## src/design/llss_pkg.sv

```systemverilog
// package for least_loaded_server_select: codes, widths, state and table entry types
package llss_pkg;

    localparam int MAX_SERVERS_DEF = 16;
    localparam int CMD_W           = 2;
    localparam int IDX_W           = 4;
    localparam int CNT_W           = 32;
    localparam int CFG_W           = 5;

    localparam logic [CMD_W-1:0] CMD_REPORT = 2'd0;
    localparam logic [CMD_W-1:0] CMD_DONE   = 2'd1;
    localparam logic [CMD_W-1:0] CMD_SELECT = 2'd2;
    // the fourth command code has no meaning and is ignored
    localparam logic [CMD_W-1:0] CMD_UNUSED = 2'd3;

    localparam logic [CFG_W-1:0] SERVERS_IN_USE_RST = 5'd1;
    localparam logic [CNT_W-1:0] COUNT_MAX          = {CNT_W{1'b1}};

    typedef enum logic [1:0] {
        ST_IDLE,
        ST_DONE_WR,
        ST_SCAN
    } t_state;

    typedef struct packed {
        logic [CNT_W-1:0] req;
        logic [CNT_W-1:0] err;
    } t_entry;

endpackage

```

## src/design/least_loaded_server_select.sv

```systemverilog
// top level: server table with health reports, completions and least-loaded select
//
// usage
//   request channel: start is sampled at a rising edge; a request is taken when start is
//   high and busy is low. i_command picks a health report, a completion or a select;
//   i_server_index, i_healthy, i_error_count and i_served_count go with it.
//   result channel: a select answers with o_result_valid high for exactly one cycle,
//   carrying o_chosen_server and o_none_healthy. the receiver cannot stall; the result
//   is gone after that cycle.
//   config: i_cfg_we writes i_cfg_wdata into servers_in_use; write only while idle.
// timing
//   health report: taken in the request cycle, busy never rises
//   completion: count read in the request cycle, written back plus one while busy
//   select: busy while it scans N = min(servers_in_use, MAX_SERVERS) entries, one per
//   cycle through the single read port of the count table; result in the cycle after
//   the last one. with N = 0 the result shows in the cycle after the request.
// reset
//   synchronous, active low: servers_in_use back to 1, all entries unhealthy and their
//   counts read as zero until written (per-entry written bits), no result pending
module least_loaded_server_select
    import llss_pkg::*;
#(
    parameter int MAX_SERVERS = MAX_SERVERS_DEF
) (
    input  logic             i_clk,
    input  logic             i_rst_n,
    input  logic             start,
    output logic             busy,
    input  logic [CMD_W-1:0] i_command,
    input  logic [IDX_W-1:0] i_server_index,
    input  logic             i_healthy,
    input  logic [CNT_W-1:0] i_error_count,
    input  logic [CNT_W-1:0] i_served_count,
    input  logic             i_cfg_we,
    input  logic [CFG_W-1:0] i_cfg_wdata,
    output logic             o_result_valid,
    output logic [IDX_W-1:0] o_chosen_server,
    output logic             o_none_healthy
);

    // table address width, width able to hold the table size, common compare width
    localparam int IW = (MAX_SERVERS > 1) ? $clog2(MAX_SERVERS) : 1;
    localparam int CW = $clog2(MAX_SERVERS + 1);
    localparam int AW = (CW > CFG_W) ? CW : CFG_W;
    localparam logic [AW-1:0] MAX_AW = AW'(MAX_SERVERS);

    // state
    t_state r_state, n_state;

    // config register
    logic [CFG_W-1:0] r_servers_in_use;

    // per-entry flags: healthy, and written since reset
    logic [MAX_SERVERS-1:0] r_healthy;
    logic [MAX_SERVERS-1:0] r_written;

    // count table with one read and one write port
    t_entry mem [MAX_SERVERS];
    t_entry r_rd_data;
    logic   r_rd_written;

    // request held for the completion write
    logic [IW-1:0] r_addr;
    logic          r_addr_ok;

    // scan state: current entry and running best
    logic [IW-1:0]    r_scan, n_scan;
    logic             r_found, n_found;
    logic [IW-1:0]    r_best, n_best;
    logic [CNT_W-1:0] r_low, n_low;
    logic [CNT_W-1:0] r_best_err, n_best_err;

    // result registers
    logic             r_out_valid, n_out_valid;
    logic [IDX_W-1:0] r_chosen, n_chosen;
    logic             r_none, n_none;

    // combinational helpers
    logic [AW-1:0]    active;
    logic [AW-1:0]    idx_ext;
    logic [IW-1:0]    idx_addr;
    logic             idx_ok;
    logic             accept;
    logic [IW-1:0]    rd_addr;
    logic             mem_we;
    logic [IW-1:0]    mem_waddr;
    t_entry           mem_wdata;
    logic             hflag_we;
    t_entry           rd_entry;
    logic             cur_healthy;
    logic             take;
    logic             tie;
    logic             last;
    logic [AW-1:0]    best_ext;

    // entries taking part: register clamped to the table size
    assign active   = (AW'(r_servers_in_use) > MAX_AW) ? MAX_AW : AW'(r_servers_in_use);
    assign idx_ext  = AW'(i_server_index);
    assign idx_addr = idx_ext[IW-1:0];
    assign idx_ok   = idx_ext < active;
    assign accept   = start && !busy;

    // entries never written read as zero counts
    assign rd_entry = r_rd_written ? r_rd_data : '0;

    // scan compare: first healthy entry always taken, lower count wins,
    // equal count moves on only for strictly more errors
    assign cur_healthy = r_healthy[r_scan];
    assign take = cur_healthy && (!r_found || (rd_entry.req < r_low));
    assign tie  = cur_healthy && r_found && (rd_entry.req == r_low)
                  && (rd_entry.err > r_best_err);
    assign last = ((AW'(r_scan) + AW'(1)) == active);

    always_ff @(posedge i_clk) begin
        if (!i_rst_n) begin
            r_state <= ST_IDLE;
        end else begin
            r_state <= n_state;
        end
    end

    always_comb begin
        n_state     = r_state;
        n_scan      = r_scan;
        n_found     = r_found;
        n_best      = r_best;
        n_low       = r_low;
        n_best_err  = r_best_err;
        n_out_valid = 1'b0;
        n_chosen    = r_chosen;
        n_none      = r_none;
        rd_addr     = idx_addr;
        mem_we      = 1'b0;
        mem_waddr   = idx_addr;
        mem_wdata   = '{req: i_served_count, err: i_error_count};
        hflag_we    = 1'b0;
        best_ext    = '0;
        busy        = (r_state != ST_IDLE);

        unique case (r_state)
            ST_IDLE: begin
                if (accept) begin
                    unique case (i_command)
                        CMD_REPORT: begin
                            // report written in the request cycle
                            mem_we   = idx_ok;
                            hflag_we = idx_ok;
                        end
                        CMD_DONE: begin
                            n_state = ST_DONE_WR;
                        end
                        CMD_SELECT: begin
                            rd_addr = '0;
                            n_scan  = '0;
                            n_found = 1'b0;
                            n_best  = '0;
                            if (active == '0) begin
                                // no entry in use: answer at once
                                n_out_valid = 1'b1;
                                n_chosen    = '0;
                                n_none      = 1'b1;
                            end else begin
                                n_state = ST_SCAN;
                            end
                        end
                        default: begin
                            // unused code: no effect
                        end
                    endcase
                end
            end
            ST_DONE_WR: begin
                // saturating increment of the addressed count
                mem_we    = r_addr_ok;
                mem_waddr = r_addr;
                mem_wdata.err = rd_entry.err;
                mem_wdata.req = (rd_entry.req == COUNT_MAX) ? rd_entry.req
                                                            : rd_entry.req + CNT_W'(1);
                rd_addr   = r_addr;
                n_state   = ST_IDLE;
            end
            ST_SCAN: begin
                // read one entry ahead; the wrapped address past the end is never used
                rd_addr = r_scan + IW'(1);
                if (take || tie) begin
                    n_best     = r_scan;
                    n_best_err = rd_entry.err;
                end
                if (take) begin
                    n_found = 1'b1;
                    n_low   = rd_entry.req;
                end
                n_scan = r_scan + IW'(1);
                if (last) begin
                    best_ext    = AW'(n_best);
                    n_out_valid = 1'b1;
                    n_chosen    = best_ext[IDX_W-1:0];
                    n_none      = !n_found;
                    n_state     = ST_IDLE;
                end
            end
            default: begin
                n_state = ST_IDLE;
            end
        endcase
    end

    // control registers
    always_ff @(posedge i_clk) begin
        if (!i_rst_n) begin
            r_servers_in_use <= SERVERS_IN_USE_RST;
            r_healthy        <= '0;
            r_written        <= '0;
            r_out_valid      <= 1'b0;
        end else begin
            if (i_cfg_we) begin
                r_servers_in_use <= i_cfg_wdata;
            end
            if (mem_we) begin
                r_written[mem_waddr] <= 1'b1;
            end
            if (hflag_we) begin
                r_healthy[idx_addr] <= i_healthy;
            end
            r_out_valid <= n_out_valid;
        end
    end

    // payload and scan registers
    always_ff @(posedge i_clk) begin
        r_scan     <= n_scan;
        r_found    <= n_found;
        r_best     <= n_best;
        r_low      <= n_low;
        r_best_err <= n_best_err;
        r_chosen   <= n_chosen;
        r_none     <= n_none;
        if (accept) begin
            r_addr    <= idx_addr;
            r_addr_ok <= idx_ok;
        end
    end

    // count table
    always_ff @(posedge i_clk) begin
        if (mem_we) begin
            mem[mem_waddr] <= mem_wdata;
        end
        r_rd_data    <= mem[rd_addr];
        r_rd_written <= r_written[rd_addr];
    end

    assign o_result_valid  = r_out_valid;
    assign o_chosen_server = r_chosen;
    assign o_none_healthy  = r_none;

endmodule

```

## config.mk

```make
export PLATFORM = sky130hd
export DESIGN_NAME = least_loaded_server_select
export DESIGN_NICKNAME = d
export VERILOG_FILES = /design/src/design/llss_pkg.sv /design/src/design/least_loaded_server_select.sv
export SDC_FILE = /design/constraint.sdc
export NUM_CORES = 2
export LEC_CHECK = 0
export ABC_AREA = 1
export BUFFER_PORTS_ARGS = -buffer_cell sky130_fd_sc_hd__clkbuf_2
export CORE_MARGIN = 4
export CORE_UTILIZATION = 60
export DETAILED_ROUTE_END_ITERATION = 8
export GPL_ROUTABILITY_DRIVEN = 0
export PLACE_DENSITY = 0.81
export RECOVER_POWER = 25
export SETUP_SLACK_MARGIN = 0.2
export SLEW_MARGIN = 20
export SYNTH_ARGS = -nofsm -noshare
export SYNTH_HDL_FRONTEND = slang
export SYNTH_SLANG_ARGS = --single-unit
```

## constraint.sdc

```tcl
create_clock -name i_clk -period 7.05 [get_ports i_clk]
set_input_delay 0.3525 -clock i_clk [delete_from_list [all_inputs] [get_ports i_clk]]
set_output_delay 0.3525 -clock i_clk [all_outputs]
set_load 0.1 [all_outputs]
```

Yosys cells after proc, flatten, opt, wreduce, memory -nomap -nowiden
Memory sizes are Yosys's and may differ from the RTL's. A register that Yosys moved wholly into a read port is not among the register bits.
Index checks and enable logic that the tools add are counted.
{"block": "word_totals", "output_inout_bits": 7, "ramBits": 1024, "wordCells": 118, "memories": 1, "ff_bits": 124}
{"memory": "mem", "depth": 16, "word_bits": 64, "read_ports": 1, "rd_ports_with_merged_regs": 1, "wr": 1, "line": "least_loaded_server_select.sv:58", "rtl": "t_entry mem [MAX_SERVERS];"}
{"block": "op_classes", "bitwise_logic": 1, "n_reduce_logical": 22, "magnitude_cmp": 10, "add_sub_neg": 3, "eq_ne": 13, "n_mux": 53}
{"cell": "64-bit two-way mux", "n": 2}
{"cell": "4-bit two-way mux", "n": 10}
{"cell": "32-bit by 1-bit adder with 32-bit output, second input constant", "n": 1}
{"cell": "32-bit equality test", "n": 1}
{"cell": "32-bit equality test, second input constant", "n": 1}
{"cell": "32-bit greater-than comparator", "n": 1}
{"cell": "32-bit less-than comparator", "n": 1}
{"cell": "32-bit two-way mux", "n": 1}
{"cell": "4-bit case mux with 2 select lines", "n": 3}
{"cell": "1-bit two-way mux", "n": 21}
{"cell": "4-bit by 5-bit less-than comparator with 1-bit output, second input constant", "n": 4}
{"cell": "16-bit bitwise mux", "n": 1}
{"cell": "16-bit bitwise OR", "n": 1}
{"cell": "4-bit case mux with 3 select lines", "n": 1}
{"cell": "1-bit binary-select mux with 4-bit select", "n": 2}
{"cell": "1-bit demux with 4-bit select", "n": 2}
{"cell": "4-bit by 1-bit greater-or-equal comparator with 1-bit output, second input constant", "n": 2}
{"cell": "1-bit case mux with 2 select lines", "n": 4}
{"cell": "2-bit case mux with 2 select lines", "n": 2}
{"cell": "1-bit logical AND", "n": 7}
{"cell": "2-bit two-way mux", "n": 3}
{"cell": "2-bit != test, second input constant", "n": 3}
{"cell": "4-bit by 1-bit adder with 5-bit output, second input constant", "n": 1}
{"cell": "5-bit equality test", "n": 1}
{"cell": "18 further kinds", "n": 26}

Depth between registers and ports, before layout
{"block": "depth", "word_depth": 9, "depth_mapped": 20, "depth_no_buf": 18}

Worst setup path after synthesis
Ideal clock, no wire load.
{"block": "synth_timing", "kind": "flip-flop to flip-flop", "from": "register r_rd_written", "to": "register r_best_err[0], enable pin", "setup_ns": 0.432, "arrival_time_ns": 3.816, "setup_slack_ns": 2.803, "path_stages_with_launch": 18, "path_cell_list": "dfxtp_1 > buf_4 > buf_4 > clkbuf_1 > clkbuf_1 > nand2_1 > inv_1 > ha_1 > nand2_1 > nor2_1 > nand2_1 > nor3_1 > nand2_1 > nand3_1 > nand2_1 > nand2_1 > nand2_1 > a21oi_1"}
{"element": "start: declaration", "line": "least_loaded_server_select.sv:60", "rtl": "logic r_rd_written;"}
{"element": "start signal: assignment", "line": "least_loaded_server_select.sv:250", "rtl": "r_rd_written <= r_written[rd_addr];"}
{"element": "end signal: assignment", "line": "least_loaded_server_select.sv:235", "rtl": "r_best_err <= n_best_err;"}
{"element": "end: declaration", "line": "least_loaded_server_select.sv:71", "rtl": "logic [CNT_W-1:0] r_best_err, n_best_err;"}

==> results.cfg <==
[status]
status = finished, violations left
violations = max-capacitance violations, max-slew violations

[setup_path]
setup.worst_path.start = r_state[0]$_SDFFE_PN0P_
start_kind = flip-flop
r2r-start = r_state[0]$_SDFFE_PN0P_
cp-end-kind = flip-flop
critPathSlowestCell = clkinvlp_2
crit_type = flip-flop to flip-flop
crit_required_ns = 7.41
worstPathMaxFanout = 52
worstReg2RegEnd = mem[5][3]$_DFFE_PP_
r2r_setup_slack_ns = 1.71
endpoint = mem[5][3]$_DFFE_PP_
cp.arrival_ns = 5.70
critPathMaxStageDelay_ns = 1.52
crit_chain = inv_1, nor2_4, buf_4, clkinvlp_2, clkbuf_1, o21ai_1
reg2regPathDepth = 6

[grt]
overflow = 0
first_global_vias = 34547
grt_first_pass_wirelength_microns = 199000
antenna_found_initial = 1
track_usage = 0.286
grt_max_degree = 257

[timing]
fin_setup_tns_ns = 0
worst_slack_ns = 1.71
worst_pin_slew_ns = 2.16
rsz0062_at_grt = false
hold_ws_ns = 0.132
post-route-min-period_ns = 5.34
setup-violations-final = 0
max_slew_margin = -0.437
slew_viol_final = 171
fmax_mhz = 187
hold_viol = 0
worst_clock_skew_ns = 0.0474
fin_crit_sh = 0.757

[synthesis]
synth_largest_area_cell = edfxtp_1
seq_area_frac_synth = 0.691
ys_ff_latch = 1212
synth-edff-count = 1107
syn_area_per_cell_sq_um = 11.8
async_flop_share = 0
synth_cell_types = 44
synth_ff_type = edfxtp_1
synth.cell_area_sq_mm = 0.0511
netlist.area_leader.share = 0.650
ys_warn_count = 0
syn-num-nets = 4471
ys_top_cells_by_area = edfxtp_1 (65%), o21ai_0 (5.2%), dfxtp_1 (4.1%), o211ai_1 (3.9%), inv_1 (3.5%)
syn_inst = 4323

[floorplan]
die_area_sq_mm = 0.0899
core_sq_mm = 0.0841
ios = 87
die_h_microns = 300
num_rows = 106
die_x_microns = 300
start_util = 0.608

[power_and_ir_drop]
power.density_mw_per_mm2 = 308
ir_worst_vdd_mv = 0.253
p_leak_uw = 0.0201

[clock_network]
cts_tree = done
path_clk_slew_ns = 0.06
clk_latency_ns = 0.72
cts_sinks = 1212
cts_resized = 0
clock_path_buffers = 3
h-tree-depth = 3
clock-root-buffer = clkbuf_16
numCtsBuffers = 115

[route]
drt-wirelength-per-cell_microns = 23.7
viasPerCell = 6.49
drt_first_pass_iters = 6
drtIter0Drc = 5011
drt_wl_total_microns = 131000
ant_nets = 0
num_vias = 36013
drc = 0

[place]
place_ws_ns = 2.54
portBuffers = 86
place_area_sq_mm = 0.0525
dp_hpwl_microns = 66200

[cells_and_area]
final_common_cell = edfxtp_1
final_layout_size_suffix_gt1_frac = 0.0777
layout.nets = 4460
area_growth_syn_to_layout_pct = 10.4
finalInstanceArea_sq_mm = 0.0565
seq_area_sq_mm = 0.0353
multi_input_area_sq_mm = 0.0129
final_cell_mix = edfxtp_1 (1107), o21ai_0 (526), inv_1 (462), nand2_1 (374), a21oi_1 (327)
nFillCells = 5670
fin_util = 0.671

[job]
drv_cap = 6

[worst_hold_path]
hold_class = primary input to flip-flop
[kinds of logic (layout without fill, tap and decap cells)]
logic type               Yosys count  in the layout  share of synthesized area
XOR/XNOR                          25             25                    0.00428
buffers and inverters            784            873                     0.0592
adder cells (fa/ha/maj)           68             68                     0.0166
AND/OR/NAND/NOR                  766            766                     0.0644
other                              0              1                          0
flip-flops                      1212           1212                      0.691
AO/OA/AOI/OAI                   1468           1468                      0.164
[cells in the mapped netlist (2+ instances only)]
cell,count
a211oi_1,2
a21oi_1,329
a31oi_1,260
a41oi_1,8
buf_1,25
buf_2,47
buf_4,2
buf_6,2
clkbuf_1,224
dfxtp_1,105
edfxtp_1,1107
ha_1,68
inv_1,480
inv_2,2
nand2_1,374
nand2_2,2
nand3_1,199
nand3_2,2
nand4_1,22
nor2_1,129
nor2_2,4
nor3_1,17
nor3_2,2
nor4_1,7
o211ai_1,263
o21a_1,4
o21ai_0,530
o21ai_1,66
or2_2,3
xor2_1,24
[per-layer routing]
layer  global-route usage  routed length (microns)
met1                0.394                    48500
met2                0.464                    62000
met3               0.0459                    15600
met4                0.108                     5120
met5                    0                        0
[state kept, by name, summed over array words and instances (netlist names), 5 cells and up]
| name | cells |
|---|---|
| r_healthy | 16 |
| r_rd_data | 64 |
| r_written | 16 |
| r_low | 32 |
| r_servers_in_use | 5 |
| r_best_err | 32 |
| mem | 1024 |
[report_power, final]
group	switching [uW]	total [uW]	internal (uW)
clock network	2670	6250	3580
registers	190	8420	8230
logic	1980	2740	765
[layout make-up]
cell class / instances / share of cell area
Clock buffer: 173 / 0.0599
Timing Repair Buffer: 172 / 0.0196
Tap cell: 1134 / 0.0251
Sequential cell: 1212 / 0.626
Multi-Input combinational cell: 2327 / 0.228
Antenna cell: 1 / 0.0000443
Clock inverter: 44 / 0.00855
Inverter: 484 / 0.0330
[metrics by stage]
step | instances | power (uW)
after floorplan | 4323 | 10400
after global placement | 5317 | 11100
after detailed placement | 5317 | 11200
after CTS | 5545 | 17400
after global routing | 5546 | 18000
final | 5547 | 17400
[critical path: cells and delay by family (launching register included)]
family | cells | cell delay (ns)
buffers and inverters | 4 | 3.30
AO/OA/AOI/OAI | 1 | 1.19
flip-flops | 1 | 0.34
AND/OR/NAND/NOR | 1 | 0.08
[worst min-delay path by stage]
stage                              start  depth (start not counted)                         to
2_1_floorplan  r_written[0]$_SDFFE_PN0P_                          2  r_written[0]$_SDFFE_PN0P_
3_3_place_gp   r_written[8]$_SDFFE_PN0P_                          2  r_written[8]$_SDFFE_PN0P_
3_5_place_dp   r_written[3]$_SDFFE_PN0P_                          2  r_written[3]$_SDFFE_PN0P_
4_1_cts                 i_error_count[1]                          3        mem[4][1]$_DFFE_PP_
5_1_grt                 i_error_count[1]                          3        mem[4][1]$_DFFE_PP_
6_report                i_error_count[1]                          3        mem[4][1]$_DFFE_PP_
[repair_timing]
action / CTS / global route
hold buffers: 11 / 0
endpoints found under the hold margin: 13 / 0
setup buffers: 0 / 0
(Power assumes the default switching activity.)
